File: config.mk
export PLATFORM = sky130hd
export DESIGN_NAME = irt_ctrl
export DESIGN_NICKNAME = d
export VERILOG_FILES = /design/src/design/irt_pkg.sv /design/src/design/irt_ctrl.sv
export SDC_FILE = /design/constraint.sdc
export NUM_CORES = 1
export LEC_CHECK = 0
export BUFFER_PORTS_ARGS = -buffer_cell sky130_fd_sc_hd__buf_2
export CAP_MARGIN = 20
export CORE_MARGIN = 10
export CORE_UTILIZATION = 50
export DETAILED_ROUTE_END_ITERATION = 7
export HOLD_SLACK_MARGIN = 0.15
export PLACE_DENSITY = 0.88
export SLEW_MARGIN = 20
export SYNTH_ARGS = -nofsm -noshare
export SYNTH_HDL_FRONTEND = slang
export SYNTH_SLANG_ARGS = --single-unit
export TNS_END_PERCENT = 30
File: constraint.sdc
create_clock -name clk -period 2.2 [get_ports clk]
set_input_delay 0.22 -clock clk [delete_from_list [all_inputs] [get_ports clk]]
set_output_delay 0.22 -clock clk [all_outputs]
set_load 0.01 [all_outputs]
File: src/design/irt_pkg.sv
// Shared types, constants and status codes for the runtime interpolation table.
package irt_pkg;

    localparam int MachinesDefault = 16;
    localparam int PointsDefault   = 16;

    localparam logic       FUNC_WRITE = 1'b0;
    localparam logic       FUNC_QUERY = 1'b1;

    localparam logic [2:0] ST_OK     = 3'd0;
    localparam logic [2:0] ST_INTERP = 3'd1;
    localparam logic [2:0] ST_NOTAB  = 3'd2;
    localparam logic [2:0] ST_RANGE  = 3'd3;
    localparam logic [2:0] ST_FULL   = 3'd4;

    typedef struct packed {
        logic        func;
        logic [3:0]  machine_index;
        logic [31:0] units;
        logic [47:0] runtime_in;
        logic [16:0] completed;
    } irt_in_t;

    typedef struct packed {
        logic [47:0] runtime_out;
        logic [2:0]  status;
    } irt_out_t;

    // Commands from the controller to the datapath.
    typedef struct packed {
        logic load;       // capture input word, clear index
        logic rd;         // issue memory read at index
        logic cmp;        // compare read key, advance index
        logic idx_to_cnt; // save insert slot, move index to point count
        logic shift_rd;   // read entry index-1 for shifting
        logic shift_wr;   // write held entry at index, step down
        logic ins_wr;     // write new point at index
        logic upd_wr;     // overwrite value at index
        logic cnt_inc;    // bump the machine's point count
        logic rd_lo;      // read entry index-1 (lower neighbor)
        logic lat_lo;     // latch lower neighbor
        logic lat_hi;     // latch upper neighbor (last read)
        logic mul_start;  // start product |v1-v0|*(u-k0), lower half
        logic mul_hi;     // add upper half of the product
        logic div_start;  // start division
        logic div_step;   // one quotient bit
        logic fin_interp; // form interpolated result
        logic fin_exact;  // take the matched value
        logic scl_mul;    // scale by (1 - completed)
        logic set_out;    // set result with given status
        logic [2:0] out_status;
        logic out_zero;
    } irt_cmd_t;

    // Status from the datapath to the controller.
    typedef struct packed {
        logic func;
        logic bad_machine;
        logic empty;
        logic full;
        logic idx_at_count; // index reached point count
        logic idx_at_pos;   // index reached the insert slot
        logic key_lt;       // read key < units
        logic key_eq;       // read key == units
        logic idx_zero;     // index == 0
        logic div_done;
    } irt_sts_t;

endpackage

File: src/design/irt_ctrl.sv
// Controller: sequences search, insert, interpolation and result handoff.
module irt_ctrl
    import irt_pkg::*;
(
    input  logic     clk,
    input  logic     rst_n,
    input  logic     in_valid,
    output logic     in_ready,
    output logic     out_valid,
    input  logic     out_ready,
    input  irt_sts_t sts,
    output irt_cmd_t cmd
);
    typedef enum logic [16:0] {
        S_IDLE  = 17'b00000000000000001,
        S_CHK   = 17'b00000000000000010,
        S_RD    = 17'b00000000000000100,
        S_CMP   = 17'b00000000000001000,
        S_DEC   = 17'b00000000000010000,
        S_SRD   = 17'b00000000000100000,
        S_SWR   = 17'b00000000001000000,
        S_LO    = 17'b00000000010000000,
        S_LOL   = 17'b00000000100000000,
        S_MUL   = 17'b00000001000000000,
        S_MUL2  = 17'b00000010000000000,
        S_DIVS  = 17'b00000100000000000,
        S_DIV   = 17'b00001000000000000,
        S_FIN   = 17'b00010000000000000,
        S_SCL   = 17'b00100000000000000,
        S_SCLW  = 17'b01000000000000000,
        S_OUT   = 17'b10000000000000000
    } state_t;

    state_t state_reg, state_next;
    logic   hit_reg, hit_next;

    // Output word is presented in S_OUT; it waits there until taken.
    assign in_ready  = state_reg == S_IDLE;
    assign out_valid = state_reg == S_OUT;

    always_comb
    begin
        state_next = state_reg;
        hit_next   = hit_reg;
        cmd        = '0;
        unique case (state_reg)
            S_IDLE:
            begin
                if (in_valid)
                begin
                    cmd.load   = 1'b1;
                    state_next = S_CHK;
                end
            end
            S_CHK:
            begin
                hit_next = 1'b0;
                if (sts.bad_machine || (sts.func == FUNC_QUERY && sts.empty))
                begin
                    cmd.set_out    = 1'b1;
                    cmd.out_status = ST_NOTAB;
                    state_next     = S_OUT;
                end
                else
                    state_next = S_RD;
            end
            S_RD:
            begin
                if (sts.idx_at_count)
                    state_next = S_DEC;
                else
                begin
                    cmd.rd     = 1'b1;
                    state_next = S_CMP;
                end
            end
            S_CMP:
            begin
                cmd.cmp = 1'b1;
                if (sts.key_lt)
                    state_next = S_RD;
                else
                begin
                    hit_next   = sts.key_eq;
                    state_next = S_DEC;
                end
            end
            S_DEC:
            begin
                if (sts.func == FUNC_WRITE)
                begin
                    if (hit_reg)
                    begin
                        cmd.upd_wr     = 1'b1;
                        cmd.set_out    = 1'b1;
                        cmd.out_status = ST_OK;
                        state_next     = S_OUT;
                    end
                    else if (sts.full)
                    begin
                        cmd.set_out    = 1'b1;
                        cmd.out_status = ST_FULL;
                        state_next     = S_OUT;
                    end
                    else
                    begin
                        // Remember the insert slot and start shifting from the top.
                        cmd.cnt_inc    = 1'b1;
                        cmd.idx_to_cnt = 1'b1;
                        state_next     = S_SRD;
                    end
                end
                else if (hit_reg)
                begin
                    cmd.fin_exact  = 1'b1;
                    cmd.set_out    = 1'b1;
                    cmd.out_status = ST_OK;
                    state_next     = S_SCL;
                end
                else if (sts.idx_zero || sts.idx_at_count)
                begin
                    cmd.set_out    = 1'b1;
                    cmd.out_status = ST_RANGE;
                    state_next     = S_OUT;
                end
                else
                begin
                    cmd.lat_hi = 1'b1;
                    state_next = S_LO;
                end
            end
            // Insertion shifts from the top: the index is moved up to the count first.
            S_SRD:
            begin
                if (sts.idx_at_pos)
                begin
                    cmd.ins_wr     = 1'b1;
                    cmd.set_out    = 1'b1;
                    cmd.out_status = ST_OK;
                    state_next     = S_OUT;
                end
                else
                begin
                    cmd.shift_rd = 1'b1;
                    state_next   = S_SWR;
                end
            end
            S_SWR:
            begin
                cmd.shift_wr = 1'b1;
                state_next   = S_SRD;
            end
            S_LO:
            begin
                cmd.rd_lo  = 1'b1;
                state_next = S_LOL;
            end
            S_LOL:
            begin
                cmd.lat_lo = 1'b1;
                state_next = S_MUL;
            end
            S_MUL:
            begin
                cmd.mul_start = 1'b1;
                state_next    = S_MUL2;
            end
            S_MUL2:
            begin
                cmd.mul_hi = 1'b1;
                state_next = S_DIVS;
            end
            S_DIVS:
            begin
                cmd.div_start = 1'b1;
                state_next    = S_DIV;
            end
            S_DIV:
            begin
                if (sts.div_done)
                    state_next = S_FIN;
                else
                    cmd.div_step = 1'b1;
            end
            S_FIN:
            begin
                cmd.fin_interp = 1'b1;
                cmd.set_out    = 1'b1;
                cmd.out_status = ST_INTERP;
                state_next     = S_SCL;
            end
            S_SCL:
            begin
                cmd.scl_mul = 1'b1;
                state_next  = S_SCLW;
            end
            // The scaled runtime lands in the output register during this cycle.
            S_SCLW:
            begin
                state_next = S_OUT;
            end
            S_OUT:
            begin
                if (out_ready)
                    state_next = S_IDLE;
            end
            default: state_next = S_IDLE;
        endcase
    end

    always_ff @(posedge clk or negedge rst_n)
    begin
        if (!rst_n)
        begin
            state_reg <= S_IDLE;
            hit_reg   <= 1'b0;
        end
        else
        begin
            state_reg <= state_next;
            hit_reg   <= hit_next;
        end
    end

    a_onehot: assert property (@(posedge clk) disable iff (!rst_n)
        $onehot(state_reg))
        else $error("state register not one-hot");
    a_no_both: assert property (@(posedge clk) disable iff (!rst_n)
        !(in_ready && out_valid))
        else $error("accepting while a word is pending");
    a_out_hold: assert property (@(posedge clk) disable iff (!rst_n)
        out_valid && !out_ready |=> out_valid)
        else $error("result dropped before it was taken");

endmodule

Yosys cells after proc, flatten, opt, wreduce, memory -nomap -nowiden
Index checks and enable logic that the tools add are counted.

operators by class
  $lt $le $gt $ge = 0
  $add $sub $neg = 0
  shift operators = 0
  multiplexer cells = 55
  equal/unequal tests = 21
  reduce and logical (&&, ||, !) cells = 6
  multipliers = 0
  bitwise logic cells = 0
  divide/modulo/power cells = 0

operators by type and width
  cell                    number
  $pmux W17 S17           1
  $mux W17                10
  $mux W1                 31
  $mux W4                 7
  $eq A17 B1 Y1 const B   1
  $eq A17 B10 Y1 const B  1
  $eq A17 B11 Y1 const B  1
  $eq A17 B12 Y1 const B  1
  $eq A17 B13 Y1 const B  1
  $eq A17 B14 Y1 const B  1
  $eq A17 B15 Y1 const B  1
  $eq A17 B16 Y1 const B  1
  $eq A17 B17 Y1 const B  1
  $eq A17 B2 Y1 const B   1
  $eq A17 B3 Y1 const B   1
  $eq A17 B4 Y1 const B   1
  $eq A17 B5 Y1 const B   1
  $eq A17 B6 Y1 const B   1
  $eq A17 B7 Y1 const B   1
  $eq A17 B8 Y1 const B   1
  $eq A17 B9 Y1 const B   1
  $pmux W4 S4             1
  $mux W5                 2
  $ne A2 B2 Y1 const B    3
  other kinds (8)         10

storage, ports and cells
  bits in registers = 18
  output and inout port bits = 26
  bits in read-only memories = 0
  bits in writable memories = 0
  latch bits = 0
  memories = 0
  logic and storage cells = 84

Logic depth before layout (Yosys ltp)
Gate-level depths: netlist of run 1.

  depth in word-level cells = 5
  gate-level depth with buffers = 6
  depth with buffers taken out = 5

Worst setup path before layout of run 1
Ideal clock, no wire load.

  path kind = register to output
  start = reg state_reg[13]
  end = out cmd[20] (netlist name)
  path slack = 144 ps
  data arrival time = 1836 ps
  cell stages (with the launch flop) = 6
  path buffers = 1
  required time = 1980 ps
  cells stage by stage = dfrtp_1 nor4_4 and4_1 nand3_2 nor3_1 buf_4

RTL lines
  element                 RTL line         text
  from (decl)             irt_ctrl.sv:34   state_t state_reg, state_next;
  from (signal assigned)  irt_ctrl.sv:220  state_reg <= state_next;
  to (decl)               irt_ctrl.sv:12   output irt_cmd_t cmd

==> results.yml, run 1 <==
outcome:
  status: "complete, but fails checks"
  violations: "setup timing"
sta:
  fin_worst_skew_ps: 6.36
  fmax_mhz: 432
  relSlewSlack_pct: 64.8
  rsz0062_at_grt: "true"
  final.setup.tns_ps: -346
  setup_slack_ps: -116
  setup_viol: 7
  worst_slew_pin_slew_ps: 521
  finalCritPeriodShare_pct: 105
  finalCriticalPeriod_ps: 2320
  finalMaxSlewViolations: 0
  whs_ps: 154
  hold_viol_final: 0
routing:
  vias: 1223
  dr.first_iter.drc_count: 73
  wl_per_cell_um: 17.6
  wl_um: 3700
  ant_nets: 0
  drc: 0
  routed_via_density: 5.82
  drt-pass1-iter-count: 4
grt:
  grt_most_used_layer: "met2"
  grt_pass1_wl_um: 6050
  met1_usage_pct: 16.3
  antenna_found_initial: 0
  grt_use_met3_pct: 3.57
  grt_pass1_vias: 1251
  grt_max_degree: 19
  grt_overflow: 0
  grt.total_usage_pct: 14.4
  use_met2_pct: 26.0
synthesis:
  synth_top_family_by_area: "simple AND/OR/NAND/NOR gates"
  synthCells: 129
  syn_area_um2: 1220
  seq_area_frac_synth_pct: 37.0
  post_synth.cell_area_avg_um2: 9.47
  ys_ff_latch: 18
  yosys.cell_types.count: 50
  synthSimpleGateAreaFrac_pct: 45.7
  yosysWarningCount: 0
  synthAdderAreaFrac_pct: 0
  synthMuxAreaShare_pct: 0
  synth_xor_area_share_pct: 2.15
  synth-edff-count: 0
  synth-compound-area-share_pct: 11.7
  synth_nets: 143
  async_flop_share_pct: 100
  ys.flop_type: "dfrtp_1"
floorplan:
  core-area_um2: 2280
  die_y_um: 69.4
  die_w_um: 69.4
  rows: 17
  boundaryPins: 40
  die_area_um2: 4820
  initial_utilization_pct: 53.7
placement:
  gp_congestion: 0.808
  placedInstanceArea_um2: 1450
  port_buffers: 38
  dp_hpwl_um: 2690
cells_and_area:
  final_cell_mix: "37 x buf_2, 16 x nor2_1, 12 x dfrtp_1"
  diodes: 0
  multi_input_area_um2: 791
  drive_above_1_share_pct: 42.9
  syn_to_final_growth_pct: 35.5
  largest_reg_flops: 17
  stdcell_area_um2: 1650
  layout_commonest_cell: "buf_2"
  register_area_um2: 458
  fin_nets: 197
  fillers: 188
flow_run:
  maxCapViolations: 0
cts:
  insertion_delay_ps: 300
  cts-root-buf: "clkbuf_4"
  cts.clk_slew.worst_paths_ps: 120
  cts_tree: "done"
  cts_max_level: 1
  cts_sinks: 18
  cts_made_buffers: 3
  clk_path_buf_depth: 2
worst_setup_path:
  path_buf_inv: 2
  critPathMaxFanout: 4
  arrival_ps: 2100
  worstSetupPathType: "flop to output pin"
  critPathTopFamily: "simple AND/OR/NAND/NOR gates"
  start_kind: "flop"
  worst_ep_required_time_ps: 1980
  cp_slowest_stage_delay_ps: 450
  path_cells: "nor4_4 > buf_4 > nand4b_4 > nor4b_4 > nand3b_1 > o21ai_1 > buf_2"
  cp-end-kind: "output pin"
  crit_slowest_cell: "dfrtp_2"
hold_path:
  min_path_type: "input port to flop"
power_and_ir_drop:
  power_leakage_nw: 0.842
  power_mw: 1.14
  vdd_drop_max_uv: 524
  p_per_area_nw_per_um2: 691
cell type report:
class / count / area share, %
multi-input combinational: 103 / 47.8
sequential: 18 / 27.7
timing repair buffer: 53 / 19.3
clock buffer: 4 / 2.19
tap: 28 / 2.12
inverter: 4 / 0.908
Yosys cell counts (all sizes together) (2+ instances only):
| cell type | instances | area [um^2] |
|---|---|---|
| dfrtp | 17 | 425 |
| xor2 | 2 | 17.5 |
| nor2 | 18 | 70.1 |
| nand3 | 3 | 20.0 |
| and3 | 3 | 18.8 |
| nand2 | 7 | 26.3 |
| and2 | 3 | 18.8 |
| and3b | 2 | 17.5 |
| and4 | 2 | 17.5 |
| nor4 | 5 | 76.3 |
| nand4 | 2 | 18.8 |
| inv | 4 | 15.0 |
| a21o | 3 | 22.5 |
| nand2b | 2 | 12.5 |
| nor4b | 3 | 41.3 |
| o21ai | 4 | 20.0 |
| nor3b | 8 | 60.1 |
| nand3b | 4 | 30.0 |
| a21oi | 2 | 10.0 |
| or2 | 3 | 18.8 |
| buf | 3 | 20.0 |
| nand4b | 2 | 32.5 |
| nor3 | 8 | 40.0 |
power breakdown:
| group | leakage, nW | total, mW | internal, mW | switching [mW] |
|---|---|---|---|---|
| clock network | 0.0210 | 0.215 | 0.101 | 0.114 |
| registers | 0.238 | 0.412 | 0.368 | 0.0445 |
| logic | 0.583 | 0.516 | 0.232 | 0.284 |
| total | 0.842 | 1.14 | 0.701 | 0.442 |
final timing paths:
path,slack [ps],from,end,cells past startpoint
worst min register to register,610,state_reg[9],state_reg[9],1
worst min-delay path,150,in_valid,state_reg[1],2
min in group asynchronous,370,rst_n,state_reg[9],2
max in group asynchronous,1510,rst_n,state_reg[0],2
worst max register to register,320,state_reg[3],state_reg[0],7
worst max-delay path,-120,state_reg[3],cmd[1],7
repair_timing:
item	CTS	global route
setup endpoints to repair	17	19
hold endpoints to repair	20	0
hold buffers	4	0
pin swaps	7	2
resized for setup	14	6
setup buffers	7	0
per-layer routing:
layer	wire [um]	vias to the layer above
li1	-	580
met1	1590	584
met2	1840	51
met3	220	8
met4	51	0
met5	0	-
per-stage QoR:
stage               setup WS [ps]  std cells  util [%]
CTS                         -85.3        210      71.5
global placement              174        195      63.8
detailed placement            125        195      63.8
global route                 -250        210      72.7
finish                       -116        210      72.7
floorplan                     144        129         -
kinds of logic (layout without fill, tap and decap cells):
kind of cell | count (synthesis) | count (layout)
AND/OR/NAND/NOR | 79 | 79
AO/OA/AOI/OAI | 20 | 20
XOR/XNOR | 3 | 3
buffers and inverters | 8 | 61
flip-flops | 18 | 18
other | 1 | 1
(Power assumes the default switching activity.)
==> inputs of run 2 (changes only) <==
BUFFER_PORTS_ARGS = -buffer_cell sky130_fd_sc_hd__buf_4   (was -buffer_cell sky130_fd_sc_hd__buf_2)
==> results.yml, run 2 (same netlist as run 1, synthesis figures left out) <==
worst_setup_path:
  arrival_ps: 2120
  critPathMaxFanout: 4
  worst_ep_required_time_ps: 1980
  cp-end-kind: "output pin"
  start_kind: "flop"
  worstSetupPathType: "flop to output pin"
routing:
  drc: 0
  wl_per_cell_um: 18.2
  wl_um: 3900
  vias: 1271
  dr.first_iter.drc_count: 132
  routed_via_density: 5.94
  ant_nets: 0
  drt-pass1-iter-count: 4
cells_and_area:
  stdcell_count: 214
  layout_commonest_cell: "buf_4"
  diodes: 0
  fin_nets: 201
  largest_reg_flops: 17
  syn_to_final_growth_pct: 46.8
  drive_above_1_share_pct: 45.7
  stdcell_area_um2: 1790
  final_cell_mix: "52 x buf_4, 16 x nor2_1, 13 x dfrtp_1"
sta:
  final.setup.tns_ps: -657
  finalMaxSlewViolations: 0
  fmax_mhz: 428
  relSlewSlack_pct: 58.8
  fin_worst_skew_ps: 2.25
  whs_ps: 188
  finalCriticalPeriod_ps: 2340
  setup_slack_ps: -138
  hold_viol_final: 0
  finalCritPeriodShare_pct: 106
  worst_slew_pin_slew_ps: 609
  rsz0062_at_grt: "true"
  setup_viol: 11
grt:
  grt_overflow: 0
  grt_pass1_vias: 1336
  grt_pass1_wl_um: 6310
  grt_max_degree: 19
  grt.total_usage_pct: 15.3
  antenna_found_initial: 0
floorplan:
  initial_utilization_pct: 53.7
  die_area_um2: 4820
  die_w_um: 69.4
  rows: 17
  boundaryPins: 40
  core-area_um2: 2280
  die_y_um: 69.4
cts:
  cts_tree: "done"
  clk_path_buf_depth: 2
  cts.clk_slew.worst_paths_ps: 110
  cts-root-buf: "clkbuf_4"
  cts_max_level: 1
  cts_made_buffers: 3
  cts_sinks: 18
  insertion_delay_ps: 300
placement:
  dp.cells: 195
  placedInstanceArea_um2: 1550
  gp_congestion: 0.835
  port_buffers: 38
  dp_hpwl_um: 2860
power_and_ir_drop:
  p_per_area_nw_per_um2: 655
  vdd_drop_max_uv: 460
  power_leakage_nw: 0.868
  power_mw: 1.17
hold_path:
  min_path_type: "input port to flop"
outcome:
  status: "complete, but fails checks"
  violations: "setup timing"
flow_run:
  maxCapViolations: 0
[run 2: cell count changes in the layout (fill, tap and decap cells not counted), moves of 2 or more]
cell     before  now
nand2_1       7    5
nand2_2       0    2
buf_2        37    0
buf_4        11   52
[run 2: path summary, 6_finish.rpt]
path                               startpoint            to  depth (start not counted)  slack [ps]
worst max-delay path            state_reg[11]        cmd[4]                          6        -140
worst min-delay path                   sts[4]  state_reg[6]                          2         190
worst max register to register  state_reg[11]  state_reg[0]                          6         250
worst min register to register   state_reg[9]  state_reg[9]                          1         590
max in group asynchronous               rst_n  state_reg[0]                          2        1620
min in group asynchronous               rst_n  state_reg[5]                          2         310
[run 2: routing by layer]
metal  track usage, %  up-vias  part of all wire [%]
li1                 -      594                     -
met1             16.8      608                    41
met2             26.8       55                    49
met3             4.14       14                   6.7
met4             5.99        0                   2.4
met5                0        -                     0
[run 2: timing repair]
item / in CTS / in global routing
endpoints found under the setup margin: 18 / 19
buffers inserted: 8 / 2
pin swaps: 10 / 3
endpoints found under the hold margin: 22 / 0
hold buffers: 5 / 0
resized for setup: 18 / 8
gates cloned: 0 / 0
[run 2: critical path, stage by stage, from the launching register on]
cell	delay, ps
dfrtp_1	440
nor4_4	430
nand4b_4	160
nor4b_4	290
nand3b_1	230
nand3_1	140
buf_4	130
[run 2: per-stage QoR]
stage	util (%)	worst slack (ps)
2_1_floorplan	-	144
3_3_place_gp	68.0	100
3_5_place_dp	68.0	68.3
4_1_cts	76.7	-126
5_1_grt	78.8	-214
6_report	78.8	-138
[run 2: area by class of cell]
| cell class | count | area, um^2 |
|---|---|---|
| Inverter | 4 | 15.0 |
| Timing Repair Buffer | 57 | 440 |
| Clock buffer | 4 | 26.3 |
| Multi-Input combinational cell | 103 | 820 |
| Sequential cell | 18 | 457 |
| Tap cell | 28 | 35.0 |
| Fill cell | 150 | 483 |
[run 2: where the power goes]
group / switching [mW] / internal (mW)
logic: 0.308 / 0.269
registers: 0.0499 / 0.368
clock network: 0.110 / 0.0708
==> inputs of run 3 (changes only) <==
BUFFER_PORTS_ARGS = -buffer_cell sky130_fd_sc_hd__buf_2   (was -buffer_cell sky130_fd_sc_hd__buf_4)
CAP_MARGIN = 25   (was 20)
CELL_PAD_IN_SITES_DETAIL_PLACEMENT = 1   (was unset)
CELL_PAD_IN_SITES_GLOBAL_PLACEMENT = 2   (was unset)
CORE_UTILIZATION = 29   (was 50)
PLACE_DENSITY = 0.87   (was 0.88)
==> results.yml, run 3 (same netlist as run 1, synthesis figures left out) <==
cts:
  cts.clk_slew.worst_paths_ps: 80
  insertion_delay_ps: 260
  cts_made_buffers: 3
  cts-root-buf: "clkbuf_8"
  cts_tree: "done"
  clk_path_buf_depth: 2
  cts_sinks: 18
  cts_max_level: 1
outcome:
  status: "complete, but fails checks"
  violations: "setup timing"
placement:
  port_buffers: 38
  placedInstanceArea_um2: 1500
  gp_congestion: 0.867
  dp_hpwl_um: 3310
  dp.cells: 219
routing:
  drc: 0
  ant_nets: 0
  wl_um: 4250
  routed_via_density: 5.39
  dr.first_iter.drc_count: 59
  wl_per_cell_um: 18.0
  vias: 1273
  drt-pass1-iter-count: 4
power_and_ir_drop:
  p_per_area_nw_per_um2: 765
  power_switching_uw: 499
  p_int_uw: 822
  power_mw: 1.32
  comb_power_share_pct: 47.3
  netSwitchingFraction_pct: 37.8
  power_leakage_nw: 0.876
  seq_power_share_pct: 31.2
  pwr-share-clk_pct: 21.5
  vdd_drop_max_uv: 270
floorplan:
  boundaryPins: 40
  die_w_um: 84.9
  core-area_um2: 4030
  die_area_um2: 7210
  die_y_um: 84.9
  rows: 23
  initial_utilization_pct: 30.3
worst_setup_path:
  worst_ep_required_time_ps: 1980
  path_cells: "nor4_4 > buf_4 > nand4b_4 > nor4b_4 > nand3b_1 > o21ai_1 > buf_2"
  critPathMaxFanout: 4
  path_buf_inv: 2
  cp_slowest_stage_delay_ps: 440
  crit_slowest_cell: "dfrtp_1"
  arrival_ps: 2000
  critPathTopFamily: "simple AND/OR/NAND/NOR gates"
  cp-end-kind: "output pin"
  worstSetupPathType: "flop to output pin"
  start_kind: "flop"
cells_and_area:
  diodes: 0
  register_area_um2: 455
  largest_reg_flops: 17
  multi_input_area_um2: 802
  drive_above_1_share_pct: 46.8
  stdcell_area_um2: 1730
  final_cell_mix: "38 x buf_2, 18 x buf_4, 16 x nor2_1"
  fin_nets: 201
  layout_commonest_cell: "buf_2"
  stdcell_count: 236
  syn_to_final_growth_pct: 41.3
  fillers: 495
flow_run:
  maxCapViolations: 0
hold_path:
  min_path_type: "input port to flop"
sta:
  finalCriticalPeriod_ps: 2220
  finalCritPeriodShare_pct: 101
  rsz0062_at_grt: "true"
  fmax_mhz: 450
  fin_worst_skew_ps: 2.55
  setup_viol: 2
  setup_slack_ps: -23.7
  hold_viol_final: 0
  finalMaxSlewViolations: 0
  final.setup.tns_ps: -37.1
grt:
  grt.total_usage_pct: 11.8
  antenna_found_initial: 0
  grt_pass1_vias: 1382
  grt_max_degree: 19
  grt_pass1_wl_um: 7000
  grt_overflow: 0
[run 3: worst paths after layout]
kind | to | cells after the start | start | slack (ps)
max | cmd[1] | 7 | state_reg[5] | -20
min | state_reg[12] | 2 | sts[0] | 160
max in group asynchronous | state_reg[0] | 2 | rst_n | 1450
min reg2reg | state_reg[9] | 1 | state_reg[9] | 610
max reg2reg | state_reg[0] | 9 | state_reg[5] | 220
min in group asynchronous | state_reg[8] | 2 | rst_n | 420
[run 3: routing by layer]
metal	track usage [%]	part of all wire [%]	vias up	wire [um]
li1	-	-	593	-
met1	14.0	43	631	1810
met2	20.5	51	40	2180
met3	1.82	4.0	9	170
met4	4.94	2.1	0	89
met5	0	0	-	0
[run 3: final cells by class]
type / instances / share of cell area [%]
Inverter: 4 / 0.870
Sequential cell: 18 / 26.4
Timing Repair Buffer: 57 / 19.4
Tap cell: 50 / 3.63
Clock buffer: 4 / 3.19
Multi-Input combinational cell: 103 / 46.5
[run 3: power by group through the flow]
stage               clock (mW)  sequential [mW]  combinational (mW)
detailed placement           0            0.414               0.484
global placement             0            0.414               0.459
global route             0.311            0.417               0.688
floorplan                    0            0.403               0.310
CTS                      0.290            0.409               0.563
finish                   0.284            0.412               0.625
[run 3: repair_timing]
action	CTS	global route
hold buffers	1	0
setup endpoints to repair	16	19
hold endpoints to repair	17	0
buffers inserted	9	3
pin swaps	5	5
resized for setup	12	10
[run 3: metrics by stage]
| step | util (%) | hold WS [ps] | setup WS, ps |
|---|---|---|---|
| 3_5_place_dp | 37.1 | 187 | 61.6 |
| 5_1_grt | 42.8 | 175 | -152 |
| 2_1_floorplan | - | -75.6 | 144 |
| 4_1_cts | 41.3 | 155 | -26.0 |
| 6_report | 42.8 | 158 | -23.7 |
| 3_3_place_gp | 37.1 | 183 | 126 |
